`src/sv/pdbp_pkg.sv`:
```
package pdbp_pkg;

   localparam int MAX_BLOCK   = 1024;
   localparam int CHANNELS    = 2;
   localparam int FC_W        = $clog2(MAX_BLOCK + 1);
   localparam int QUEUE_DEPTH = 4;
   localparam int QPTR_W      = $clog2(QUEUE_DEPTH);

   localparam logic [1:0] CMD_FIRST  = 2'd0;
   localparam logic [1:0] CMD_SECOND = 2'd1;
   localparam logic [1:0] CMD_FRAME  = 2'd2;

   localparam logic [1:0] KIND_STATUS = 2'd0;
   localparam logic [1:0] KIND_FRAME  = 2'd1;
   localparam logic [1:0] KIND_REJECT = 2'd2;

   localparam logic [1:0] CSR_SHIFT_AMOUNT      = 2'd0;
   localparam logic [1:0] CSR_DC_ALPHA          = 2'd1;
   localparam logic [1:0] CSR_SAMPLES_PER_BLOCK = 2'd2;

   localparam logic [4:0]  SHIFT_RESET = 5'd16;
   localparam logic [14:0] ALPHA_RESET = 15'd32440;
   localparam logic [10:0] SPB_RESET   = 11'd320;

   typedef struct packed {
      logic [4:0]  shift_amount;
      logic [14:0] dc_alpha;
      logic [10:0] samples_per_block;
   } cfg_type;

   typedef struct packed {
      logic [1:0]         cmd;
      logic signed [31:0] x_left;
      logic signed [31:0] x_right;
   } item_type;

   typedef struct packed {
      logic [1:0]         kind;
      logic signed [15:0] pcm_left;
      logic signed [15:0] pcm_right;
      logic [14:0]        peak_left;
      logic [14:0]        peak_right;
      logic               block_end;
      logic               half_index;
      logic [15:0]        overrun_count;
      logic [15:0]        sequence_error_count;
      logic [1:0]         pending_halves;
      logic [47:0]        total_samples;
   } rsp_type;

endpackage

```
`src/sv/pdbp_front.sv`:
```
module pdbp_front (
   input  logic                     clock,
   input  logic                     reset,
   input  logic                     req_valid,
   output logic                     req_stall,
   input  logic [1:0]               req_cmd,
   input  logic signed [31:0]       req_raw_left,
   input  logic signed [31:0]       req_raw_right,
   input  logic [4:0]               shift_amount,
   output logic                     q_valid,
   output pdbp_pkg::item_type       q_item,
   input  logic                     q_pop
);

   pdbp_pkg::item_type entry_ff [pdbp_pkg::QUEUE_DEPTH];
   logic [pdbp_pkg::QPTR_W-1:0] wr_ptr_ff, wr_ptr_in;
   logic [pdbp_pkg::QPTR_W-1:0] rd_ptr_ff, rd_ptr_in;
   logic [pdbp_pkg::QPTR_W:0]   count_ff, count_in;
   logic push, pop;
   pdbp_pkg::item_type push_item;

   assign req_stall = (count_ff == (pdbp_pkg::QPTR_W+1)'(pdbp_pkg::QUEUE_DEPTH));
   assign push      = req_valid && !req_stall;
   assign q_valid   = (count_ff != '0);
   assign pop       = q_pop && q_valid;
   assign q_item    = entry_ff[rd_ptr_ff];

   // The shift is applied on entry so the back end only sees scaled samples.
   always_comb begin
      push_item.cmd     = req_cmd;
      push_item.x_left  = req_raw_left >>> shift_amount;
      push_item.x_right = req_raw_right >>> shift_amount;
   end

   always_comb begin
      wr_ptr_in = push ? wr_ptr_ff + 1'b1 : wr_ptr_ff;
      rd_ptr_in = pop ? rd_ptr_ff + 1'b1 : rd_ptr_ff;
      count_in  = count_ff;
      if (push && !pop) begin
         count_in = count_ff + 1'b1;
      end else if (pop && !push) begin
         count_in = count_ff - 1'b1;
      end
   end

   always_ff @(posedge clock) begin
      if (reset) begin
         wr_ptr_ff <= '0;
         rd_ptr_ff <= '0;
         count_ff  <= '0;
      end else begin
         wr_ptr_ff <= wr_ptr_in;
         rd_ptr_ff <= rd_ptr_in;
         count_ff  <= count_in;
      end
   end

   always_ff @(posedge clock) begin
      if (push) begin
         entry_ff[wr_ptr_ff] <= push_item;
      end
   end

endmodule

```
`src/sv/pdbp_back.sv`:
```
module pdbp_back (
   input  logic                clock,
   input  logic                reset,
   input  pdbp_pkg::cfg_type   cfg,
   input  logic                q_valid,
   input  pdbp_pkg::item_type  q_item,
   output logic                q_pop,
   output logic                rsp_valid,
   input  logic                rsp_stall,
   output pdbp_pkg::rsp_type   rsp
);

   function automatic logic [15:0] sat_inc16(input logic [15:0] v);
      return (v == 16'hFFFF) ? v : v + 16'd1;
   endfunction

   function automatic logic signed [31:0] dc_filter(input logic signed [31:0] x,
                                                    input logic signed [31:0] x1,
                                                    input logic signed [31:0] y1,
                                                    input logic [14:0] alpha);
      logic signed [47:0] prod;
      logic signed [32:0] fb;
      logic signed [34:0] acc;
      prod = $signed({1'b0, alpha}) * y1;
      fb   = 33'(prod >>> 15);
      acc  = 35'(x) - 35'(x1) + 35'(fb);
      if (acc > 35'sd2147483647) begin
         return 32'sh7FFFFFFF;
      end else if (acc < -35'sd2147483648) begin
         return 32'sh80000000;
      end
      return acc[31:0];
   endfunction

   function automatic logic signed [15:0] sat16(input logic signed [31:0] y);
      if (y > 32'sd32767) begin
         return 16'sh7FFF;
      end else if (y < -32'sd32768) begin
         return 16'sh8000;
      end
      return y[15:0];
   endfunction

   // The most negative code counts as full scale for the peak.
   function automatic logic [14:0] magnitude(input logic signed [15:0] q);
      logic [15:0] neg;
      neg = 16'(-q);
      if (!q[15]) begin
         return q[14:0];
      end else if (q == 16'sh8000) begin
         return 15'h7FFF;
      end
      return neg[14:0];
   endfunction

   logic [1:0]                    pending_ff, pending_in;
   logic                          last_half_ff, last_half_in;
   logic                          announced_ff, announced_in;
   logic                          expected_ff, expected_in;
   logic                          in_block_ff, in_block_in;
   logic                          current_ff, current_in;
   logic [pdbp_pkg::FC_W-1:0]     frame_count_ff, frame_count_in;
   logic [14:0]                   peak_ff [pdbp_pkg::CHANNELS];
   logic [14:0]                   peak_in [pdbp_pkg::CHANNELS];
   logic signed [31:0]            prev_x_ff [pdbp_pkg::CHANNELS];
   logic signed [31:0]            prev_x_in [pdbp_pkg::CHANNELS];
   logic signed [31:0]            prev_y_ff [pdbp_pkg::CHANNELS];
   logic signed [31:0]            prev_y_in [pdbp_pkg::CHANNELS];
   logic [15:0]                   overruns_ff, overruns_in;
   logic [15:0]                   seq_err_ff, seq_err_in;
   logic [47:0]                   total_ff, total_in;
   logic                          rsp_valid_ff, rsp_valid_in;
   pdbp_pkg::rsp_type             rsp_ff, rsp_in;
   logic                          take;
   logic [pdbp_pkg::FC_W-1:0]     block_len;

   assign take      = q_valid && (!rsp_valid_ff || !rsp_stall);
   assign q_pop     = take;
   assign rsp_valid = rsp_valid_ff;
   assign rsp       = rsp_ff;

   // Block length clamped into one to MAX_BLOCK frames.
   always_comb begin
      if (cfg.samples_per_block == '0) begin
         block_len = pdbp_pkg::FC_W'(1);
      end else if (int'(cfg.samples_per_block) > pdbp_pkg::MAX_BLOCK) begin
         block_len = pdbp_pkg::FC_W'(pdbp_pkg::MAX_BLOCK);
      end else begin
         block_len = pdbp_pkg::FC_W'(cfg.samples_per_block);
      end
   end

   always_comb begin
      logic signed [31:0]        xs  [pdbp_pkg::CHANNELS];
      logic signed [15:0]        pcm [pdbp_pkg::CHANNELS];
      logic signed [31:0]        y;
      logic [14:0]               mag;
      logic                      h;
      logic [pdbp_pkg::FC_W-1:0] fc;
      logic [1:0]                kind;
      logic                      half;
      logic                      bend;

      xs[0] = q_item.x_left;
      xs[1] = q_item.x_right;

      pending_in     = pending_ff;
      last_half_in   = last_half_ff;
      announced_in   = announced_ff;
      expected_in    = expected_ff;
      in_block_in    = in_block_ff;
      current_in     = current_ff;
      frame_count_in = frame_count_ff;
      overruns_in    = overruns_ff;
      seq_err_in     = seq_err_ff;
      total_in       = total_ff;
      for (int c = 0; c < pdbp_pkg::CHANNELS; c++) begin
         peak_in[c]   = peak_ff[c];
         prev_x_in[c] = prev_x_ff[c];
         prev_y_in[c] = prev_y_ff[c];
         pcm[c]       = '0;
      end
      kind = pdbp_pkg::KIND_STATUS;
      half = last_half_ff;
      bend = 1'b0;
      h    = current_ff;
      fc   = frame_count_ff;
      y    = '0;
      mag  = '0;

      case (q_item.cmd)
         pdbp_pkg::CMD_FIRST, pdbp_pkg::CMD_SECOND: begin
            if (pending_ff[q_item.cmd[0]]) begin
               overruns_in = sat_inc16(overruns_ff);
            end
            if (announced_ff && last_half_ff == q_item.cmd[0]) begin
               seq_err_in = sat_inc16(seq_err_ff);
            end
            announced_in = 1'b1;
            pending_in[q_item.cmd[0]] = 1'b1;
            last_half_in = q_item.cmd[0];
            half = q_item.cmd[0];
         end
         pdbp_pkg::CMD_FRAME: begin
            if (!in_block_ff && pending_ff == 2'b00) begin
               kind = pdbp_pkg::KIND_REJECT;
               half = expected_ff;
            end else begin
               if (!in_block_ff) begin
                  // Open a block; fall back to the other half on a resync.
                  h = expected_ff;
                  if (!pending_ff[h]) begin
                     seq_err_in = sat_inc16(seq_err_ff);
                     h = ~h;
                  end
                  fc = '0;
                  for (int c = 0; c < pdbp_pkg::CHANNELS; c++) begin
                     peak_in[c] = '0;
                  end
               end
               current_in  = h;
               in_block_in = 1'b1;
               kind = pdbp_pkg::KIND_FRAME;
               half = h;
               for (int c = 0; c < pdbp_pkg::CHANNELS; c++) begin
                  if (cfg.dc_alpha != '0) begin
                     y = dc_filter(xs[c], prev_x_ff[c], prev_y_ff[c], cfg.dc_alpha);
                     prev_x_in[c] = xs[c];
                     prev_y_in[c] = y;
                  end else begin
                     y = xs[c];
                  end
                  pcm[c] = sat16(y);
                  mag    = magnitude(pcm[c]);
                  if (mag > peak_in[c]) begin
                     peak_in[c] = mag;
                  end
               end
               fc = fc + 1'b1;
               frame_count_in = fc;
               if (fc >= block_len) begin
                  bend           = 1'b1;
                  total_in       = total_ff + 48'(fc);
                  expected_in    = ~h;
                  pending_in[h]  = 1'b0;
                  in_block_in    = 1'b0;
                  frame_count_in = '0;
               end
            end
         end
         default: begin
         end
      endcase

      rsp_in.kind                 = kind;
      rsp_in.pcm_left             = pcm[0];
      rsp_in.pcm_right            = pcm[1];
      rsp_in.peak_left            = peak_in[0];
      rsp_in.peak_right           = peak_in[1];
      rsp_in.block_end            = bend;
      rsp_in.half_index           = half;
      rsp_in.overrun_count        = overruns_in;
      rsp_in.sequence_error_count = seq_err_in;
      rsp_in.pending_halves       = pending_in;
      rsp_in.total_samples        = total_in;
   end

   always_comb begin
      if (take) begin
         rsp_valid_in = 1'b1;
      end else if (!rsp_stall) begin
         rsp_valid_in = 1'b0;
      end else begin
         rsp_valid_in = rsp_valid_ff;
      end
   end

   always_ff @(posedge clock) begin
      if (reset) begin
         pending_ff     <= '0;
         last_half_ff   <= 1'b0;
         announced_ff   <= 1'b0;
         expected_ff    <= 1'b0;
         in_block_ff    <= 1'b0;
         current_ff     <= 1'b0;
         frame_count_ff <= '0;
         overruns_ff    <= '0;
         seq_err_ff     <= '0;
         total_ff       <= '0;
         rsp_valid_ff   <= 1'b0;
         for (int c = 0; c < pdbp_pkg::CHANNELS; c++) begin
            peak_ff[c]   <= '0;
            prev_x_ff[c] <= '0;
            prev_y_ff[c] <= '0;
         end
      end else begin
         rsp_valid_ff <= rsp_valid_in;
         if (take) begin
            pending_ff     <= pending_in;
            last_half_ff   <= last_half_in;
            announced_ff   <= announced_in;
            expected_ff    <= expected_in;
            in_block_ff    <= in_block_in;
            current_ff     <= current_in;
            frame_count_ff <= frame_count_in;
            overruns_ff    <= overruns_in;
            seq_err_ff     <= seq_err_in;
            total_ff       <= total_in;
            for (int c = 0; c < pdbp_pkg::CHANNELS; c++) begin
               peak_ff[c]   <= peak_in[c];
               prev_x_ff[c] <= prev_x_in[c];
               prev_y_ff[c] <= prev_y_in[c];
            end
         end
      end
   end

   always_ff @(posedge clock) begin
      if (take) begin
         rsp_ff <= rsp_in;
      end
   end

endmodule

```
`src/sv/pingpong_dc_block_peak_unit.sv`:
```
// Channel   Direction  Handshake              Payload
// req_      in         req_valid / req_stall  cmd, raw_left, raw_right
// rsp_      out        rsp_valid / rsp_stall  kind, pcm, peaks, status, counters
// csr_      in         csr_we                 csr_index, csr_wdata
//
// One item is accepted per cycle while the queue is not full; its single result
// passes the four-entry input queue, then the filter and bookkeeping stage with
// its output register. If results are not stalled, that rate is set by the
// per-channel feedback loop (one multiply, add and saturate) in that stage.
// Reset is synchronous, clears control and filter state, loads register defaults.
// A stalled result holds while the queue keeps taking items until it is full.
module pingpong_dc_block_peak_unit (
   input  logic               clock,
   input  logic               reset,
   input  logic               req_valid,
   output logic               req_stall,
   input  logic [1:0]         req_cmd,
   input  logic signed [31:0] req_raw_left,
   input  logic signed [31:0] req_raw_right,
   output logic               rsp_valid,
   input  logic               rsp_stall,
   output logic [1:0]         rsp_kind,
   output logic signed [15:0] rsp_pcm_left,
   output logic signed [15:0] rsp_pcm_right,
   output logic [14:0]        rsp_peak_left,
   output logic [14:0]        rsp_peak_right,
   output logic               rsp_block_end,
   output logic               rsp_half_index,
   output logic [15:0]        rsp_overrun_count,
   output logic [15:0]        rsp_sequence_error_count,
   output logic [1:0]         rsp_pending_halves,
   output logic [47:0]        rsp_total_samples,
   input  logic               csr_we,
   input  logic [1:0]         csr_index,
   input  logic [14:0]        csr_wdata
);

   pdbp_pkg::cfg_type  cfg_ff, cfg_in;
   logic               q_valid;
   logic               q_pop;
   pdbp_pkg::item_type q_item;
   pdbp_pkg::rsp_type  rsp;

   always_comb begin
      cfg_in = cfg_ff;
      if (csr_we) begin
         case (csr_index)
            pdbp_pkg::CSR_SHIFT_AMOUNT:      cfg_in.shift_amount      = csr_wdata[4:0];
            pdbp_pkg::CSR_DC_ALPHA:          cfg_in.dc_alpha          = csr_wdata;
            pdbp_pkg::CSR_SAMPLES_PER_BLOCK: cfg_in.samples_per_block = csr_wdata[10:0];
            default: begin
            end
         endcase
      end
   end

   always_ff @(posedge clock) begin
      if (reset) begin
         cfg_ff.shift_amount      <= pdbp_pkg::SHIFT_RESET;
         cfg_ff.dc_alpha          <= pdbp_pkg::ALPHA_RESET;
         cfg_ff.samples_per_block <= pdbp_pkg::SPB_RESET;
      end else begin
         cfg_ff <= cfg_in;
      end
   end

   pdbp_front u_front (
      .clock         (clock),
      .reset         (reset),
      .req_valid     (req_valid),
      .req_stall     (req_stall),
      .req_cmd       (req_cmd),
      .req_raw_left  (req_raw_left),
      .req_raw_right (req_raw_right),
      .shift_amount  (cfg_ff.shift_amount),
      .q_valid       (q_valid),
      .q_item        (q_item),
      .q_pop         (q_pop)
   );

   pdbp_back u_back (
      .clock     (clock),
      .reset     (reset),
      .cfg       (cfg_ff),
      .q_valid   (q_valid),
      .q_item    (q_item),
      .q_pop     (q_pop),
      .rsp_valid (rsp_valid),
      .rsp_stall (rsp_stall),
      .rsp       (rsp)
   );

   assign rsp_kind                 = rsp.kind;
   assign rsp_pcm_left             = rsp.pcm_left;
   assign rsp_pcm_right            = rsp.pcm_right;
   assign rsp_peak_left            = rsp.peak_left;
   assign rsp_peak_right           = rsp.peak_right;
   assign rsp_block_end            = rsp.block_end;
   assign rsp_half_index           = rsp.half_index;
   assign rsp_overrun_count        = rsp.overrun_count;
   assign rsp_sequence_error_count = rsp.sequence_error_count;
   assign rsp_pending_halves       = rsp.pending_halves;
   assign rsp_total_samples        = rsp.total_samples;

endmodule

```
`config.mk`:
```
export PLATFORM = sky130hd
export DESIGN_NAME = pingpong_dc_block_peak_unit
export DESIGN_NICKNAME = d
export VERILOG_FILES = /design/src/sv/pdbp_pkg.sv /design/src/sv/pdbp_front.sv /design/src/sv/pdbp_back.sv /design/src/sv/pingpong_dc_block_peak_unit.sv
export SDC_FILE = /design/constraint.sdc
export NUM_CORES = 2
export LEC_CHECK = 0
export BUFFER_PORTS_ARGS = -buffer_cell sky130_fd_sc_hd__buf_4
export CORE_UTILIZATION = 50
export CTS_BUF_LIST = sky130_fd_sc_hd__clkbuf_8
export CTS_CLUSTER_DIAMETER = 80
export DETAILED_ROUTE_END_ITERATION = 12
export PLACE_DENSITY = 0.76
export SLEW_MARGIN = 40
export SYNTH_ARGS = -nofsm -noshare
export SYNTH_HDL_FRONTEND = slang
export SYNTH_SLANG_ARGS = --single-unit
```
`constraint.sdc`:
```
create_clock -name clock -period 33.2 [get_ports clock]
set_input_delay 6.64 -clock clock [delete_from_list [all_inputs] [get_ports clock]]
set_output_delay 6.64 -clock clock [all_outputs]
set_load 0.03 [all_outputs]
```
After elaboration in Yosys (flattened, before gate mapping)
Memory sizes are Yosys's and may differ from the RTL's. A register that Yosys moved wholly into a read port is not among the register bits. Index checks and enable logic that the tools add are counted.

Bits in registers: 285. Latch bits: 0. Memory bits (writable): 422. ROM bits: 0. Input port bits: 88. Memories kept: 4.

Memory list: u_front.entry_ff (depth 4, bits a word 66, read ports 1, clocked after Yosys merged registers in 1, wr ports 1, line pdbp_front.sv:15) `pdbp_pkg::item_type entry_ff [pdbp_pkg::QUEUE_DEPTH];`; u_back.prev_x_ff (depth 2, bits a word 32, read ports 2, clocked after Yosys merged registers in 0, wr ports 2, line pdbp_back.sv:65) `logic signed [31:0] prev_x_ff [pdbp_pkg::CHANNELS];`; u_back.prev_y_ff (depth 2, bits a word 32, read ports 2, clocked after Yosys merged registers in 0, wr ports 2, line pdbp_back.sv:67) `logic signed [31:0] prev_y_ff [pdbp_pkg::CHANNELS];`; u_back.peak_ff (depth 2, bits a word 15, read ports 2, clocked after Yosys merged registers in 0, wr ports 2, line pdbp_back.sv:63) `logic [14:0] peak_ff [pdbp_pkg::CHANNELS];`.

Add/sub/neg operators: 14. Multipliers: 2. Div/mod/pow operators: 0. Magnitude comparators: 17. Eq/ne operators: 11. Shift operators: 2. Muxes and demuxes: 130. Bitwise operators: 13. Reductions and logical operators: 31.

Operator list (count): 32-bit 2-to-1 mux (20); 16-bit 2-to-1 mux (18); 64-bit 2-to-1 mux (4); 15-bit 2-to-1 mux (14); 30-bit 2-to-1 mux (5); 48-bit 2-to-1 mux (3); 16-bit by 32-bit multiplier with 48-bit output (2); 35-bit by 32-bit > comparator with 1-bit output (second input constant) (2); 35-bit by 32-bit less-than comparator with 1-bit output (second input constant) (2); 33-bit by 33-bit adder with 34-bit output (2); 11-bit 2-to-1 mux (6); 32-bit by 32-bit subtractor with 33-bit output (2); 16-bit equality test (second input constant) (4); 32-bit by 16-bit > comparator with 1-bit output (second input constant) (2); 32-bit by 16-bit less-than comparator with 1-bit output (second input constant) (2); 32-bit by 5-bit >>> shifter with 32-bit output (2); 48-bit by 11-bit adder with 48-bit output (1); 1-bit 2-to-1 mux (48); 16-bit by 1-bit adder with 16-bit output (second input constant) (2); 16-bit case mux with 2 select lines (1); 15-bit > comparator (2); 15-bit negator (2); 15-bit nonzero test (1); 11-bit by 1-bit adder with 11-bit output (second input constant) (1); other kinds (33) (72).

Longest topological paths before layout
Depth after elaboration: 33. Depth in mapped cells: 73.

Modules after synthesis
Synthesis repeated with hierarchy kept, for this count alone.

Cells, all modules: 7462. Area, all modules: 74727.9 sq um.

By module, submodules not included: pdbp_back (instances 1, cells an instance 6501, area each 59211.8 sq um, sequential area each 11170.7 sq um); pdbp_front (instances 1, cells an instance 831, area each 14211.1 sq um, sequential area each 8107.8 sq um); pingpong_dc_block_peak_unit (instances 1, cells an instance 130, area each 1305.0 sq um, sequential area each 620.6 sq um).

Least setup slack after synthesis
OpenSTA, ideal clock, no wires.

Kind: input -> register. Start: in rsp_stall. End: mem u_back.prev_x_ff[0][0], enable pin. Library setup time: 0.792 ns. Arrival: 16.340 ns. Path slack: 16.067 ns. Stages on the path: 6. Cells stage by stage: a21o_1 -> clkbuf_1 -> inv_1 -> nand2_1 -> clkbuf_1 -> o21ai_0.

RTL lines: start: declaration (line pingpong_dc_block_peak_unit.sv:21) `input logic rsp_stall,`; end: declaration (line pdbp_back.sv:65).

==> metrics.txt <==
RSZ-0062 raised after global routing=no; post_cts resized=0; Worst Path Max Fanout=53; grt total ovfl=0; Core Area=144200 um2; H-tree depth=3; number of global-route vias before repair=56754; area share of fa/ha/maj cells after synthesis=32.74%; HPWL after DPL=153.8 mm; busiest layer in global routing=met2; Post-Syn Instances=7427; crit share post-route=54.23%; minimum clock period after layout=18.00 ns; Worst Skew=0.08848 ns; Detail Route Antenna Nets=0; hold crit path type=register to register; GRT met2 Usage=44.28%; CP endpoint kind=register; YS warnings=0; Synth Area in XOR/XNOR=3.163%; Worst Setup Start Kind=register; DRT Wirelength=203.4 mm; Placed Area=76390 um2; vias per std cell=5.773; GRT Util Overall=28.02%; latest clock arrival within the worst-skew pair=0.84 ns; Yosys cell types=106; Total Die Area=147600 um2; WHS=0.4653 ns; RePlAce Congestion=0.9892; Critical-path top delay cell=buf_4; Setup WS post-layout=15.20 ns; Synth area leaders=fa_1, edfxtp_1, ha_1; Worst path max stage delay=0.66 ns; clk root buf=clkbuf_8; Post-Synth Simple-Gate Area=15.35%; IO Port Bufs=237; WL/cell=21.46 um; Final Setup Violations=0; IO Count=238; first-pass GRT wire length=321.9 mm; Worst EP arrival=18.64 ns; largest net degree at the start of global routing=85; clk slew on worst S/H paths=0.07 ns; drt initial violations=5600; Global Route met3 Usage=5.676%; number of flops mapped to enable cells by yosys=570; TNS Setup=0 ns; P&R area growth vs syn=7.982%; worst slew pin tran=0.9267 ns; max-slew violation total from the final report=0; Mapped Nets=8841; Bufs on Longest Clock Path=3; clock tree sinks=709; Final Hold Violating Endpoints=0; status=finished, final reports clean; CP most frequent cell=fa_1; post-synth top area cell=fa_1; Worst Path Required=33.83 ns; met1 Track Usage GR=38.55%; complex-gate fraction of the synthesized area=8.875%; 1st-pass router iterations=8; slew margin rel.=37.65%; DR DRC count=0; Cell Area, Synth=73020 um2; TritonCTS Buffers=114; ratio of cells with drive above 1 in the final layout=9.565%; Final #Nets=8883; Vias=54690; post-synthesis mux area share=4.596%; Fmax=55.55 MHz; height of the die=384.1 um; top_reg_cell synth=edfxtp_1; Initial Util=50.64%; Crit Path Category=register to register; asr flop ratio synth=0%; CTS Hold Bufs=0; DP Worst Slack=15.16 ns; Post-Syn Area per Cell=9.831 um2; main combinational cell family by area after synthesis=adder cells; setup bufs post-CTS=0; Die W=384.1 um; post-synthesis sequential area ratio=27.25%; #FFs+latches synth=709; # rows=139; Yosys top cell area share=26.71%; Final Cell Area=78840 um2; CTS tree=yes; initial antenna violation count=7; max-cap violation count=0
-- cell families (layout without fill, tap and decap cells) --
kind of cell | Yosys count | after routing
AOI/OAI and AO/OA | 1010 | 1010
muxes | 210 | 210
buffers and inverters | 1548 | 1690
adders and majority gates | 1326 | 1326
other | 0 | 2
xor gates and xnor gates | 262 | 262
and+or+nand+nor | 2362 | 2362
DFF | 709 | 709
-- area by class of cell --
cell class / count / area (um2)
inverters: 1165 / 4383
well taps: 1903 / 2381
fillers: 12336 / 65330
diodes: 2 / 5.005
clock buffers: 115 / 1583
flip-flops and latches: 709 / 19930
multi-input cells: 5170 / 47330
clock inverters: 101 / 824.5
repair buffers: 309 / 2399
-- final timing paths --
check / slack (ns) / cells after the start / from / to
worst max-delay path: 15.20 / 67 / cfg_ff[20] / u_back.peak_ff[0][24]
worst min-delay path: 0.47 / 2 / cfg_ff[15] / cfg_ff[15]
worst max register to register: 15.20 / 67 / cfg_ff[20] / u_back.peak_ff[0][24]
worst min register to register: 0.47 / 2 / cfg_ff[15] / cfg_ff[15]
-- routing by layer --
metal	wire, um	vias to the layer above
met3	19050	400
met1	83270	27460
met4	6370	0
met5	0	-
met2	94670	2590
li1	-	24240
-- worst max-delay path: cells and delay by family (launching register included) --
| kind | cells | cell delay [ns] |
|---|---|---|
| xor gates and xnor gates | 2 | 0.70 |
| DFF | 1 | 0.58 |
| buffers and inverters | 9 | 1.77 |
| AOI/OAI and AO/OA | 24 | 4.84 |
| adders and majority gates | 11 | 4.67 |
| and+or+nand+nor | 21 | 5.12 |
-- cells in the mapped netlist (45+ instances only) --
library cell  count
inv_1          1162
xnor2_1         155
and2_1          462
fa_1            974
nor2_1          464
mux2i_1          72
dfxtp_1         139
nand3_1         100
clkbuf_1        313
nand2_1         951
nor3_1           63
o21ai_0         205
a21oi_1         338
mux4_2           96
ha_1            352
a211oi_1         45
edfxtp_1        570
xor2_1          105
nand4_1          57
a21o_1           88
-- per-stage QoR --
stage / utilization [%] / std cells
2_1_floorplan: - / 7427
3_3_place_gp: 52.90 / 9251
3_5_place_dp: 52.98 / 9255
4_1_cts: 54.65 / 9471
5_1_grt: 54.68 / 9474
6_report: 54.68 / 9474
-- sequential cells by signal, summed over array words and instances (netlist names), 2 cells and up, named ones only --
signal	flops
u_back.overruns_ff	16
u_back.seq_err_ff	16
u_back.pending_ff	2
u_front.rd_ptr_ff	2
u_back.frame_count_ff	11
u_back.peak_ff	30
cfg_ff	31
u_back.prev_x_ff	64
u_front.entry_ff	264
u_back.rsp	148
u_back.total_ff	48
u_back.prev_y_ff	64
u_front.count_ff	3
u_front.wr_ptr_ff	2
-- cells in the final DEF, fill, tap and decap left out, types with 155 or more instances in the layout --
cell type     n
a21oi_1     337
and2_1      459
buf_4       297
edfxtp_1    570
fa_1        974
ha_1        352
inv_1      1174
nand2_1     950
nor2_1      460
o21ai_0     203
xnor2_1     155
Power is left out: the tool's default activity adds up to more than one toggle a clock period on the data nets, which glitch-free logic cannot reach.
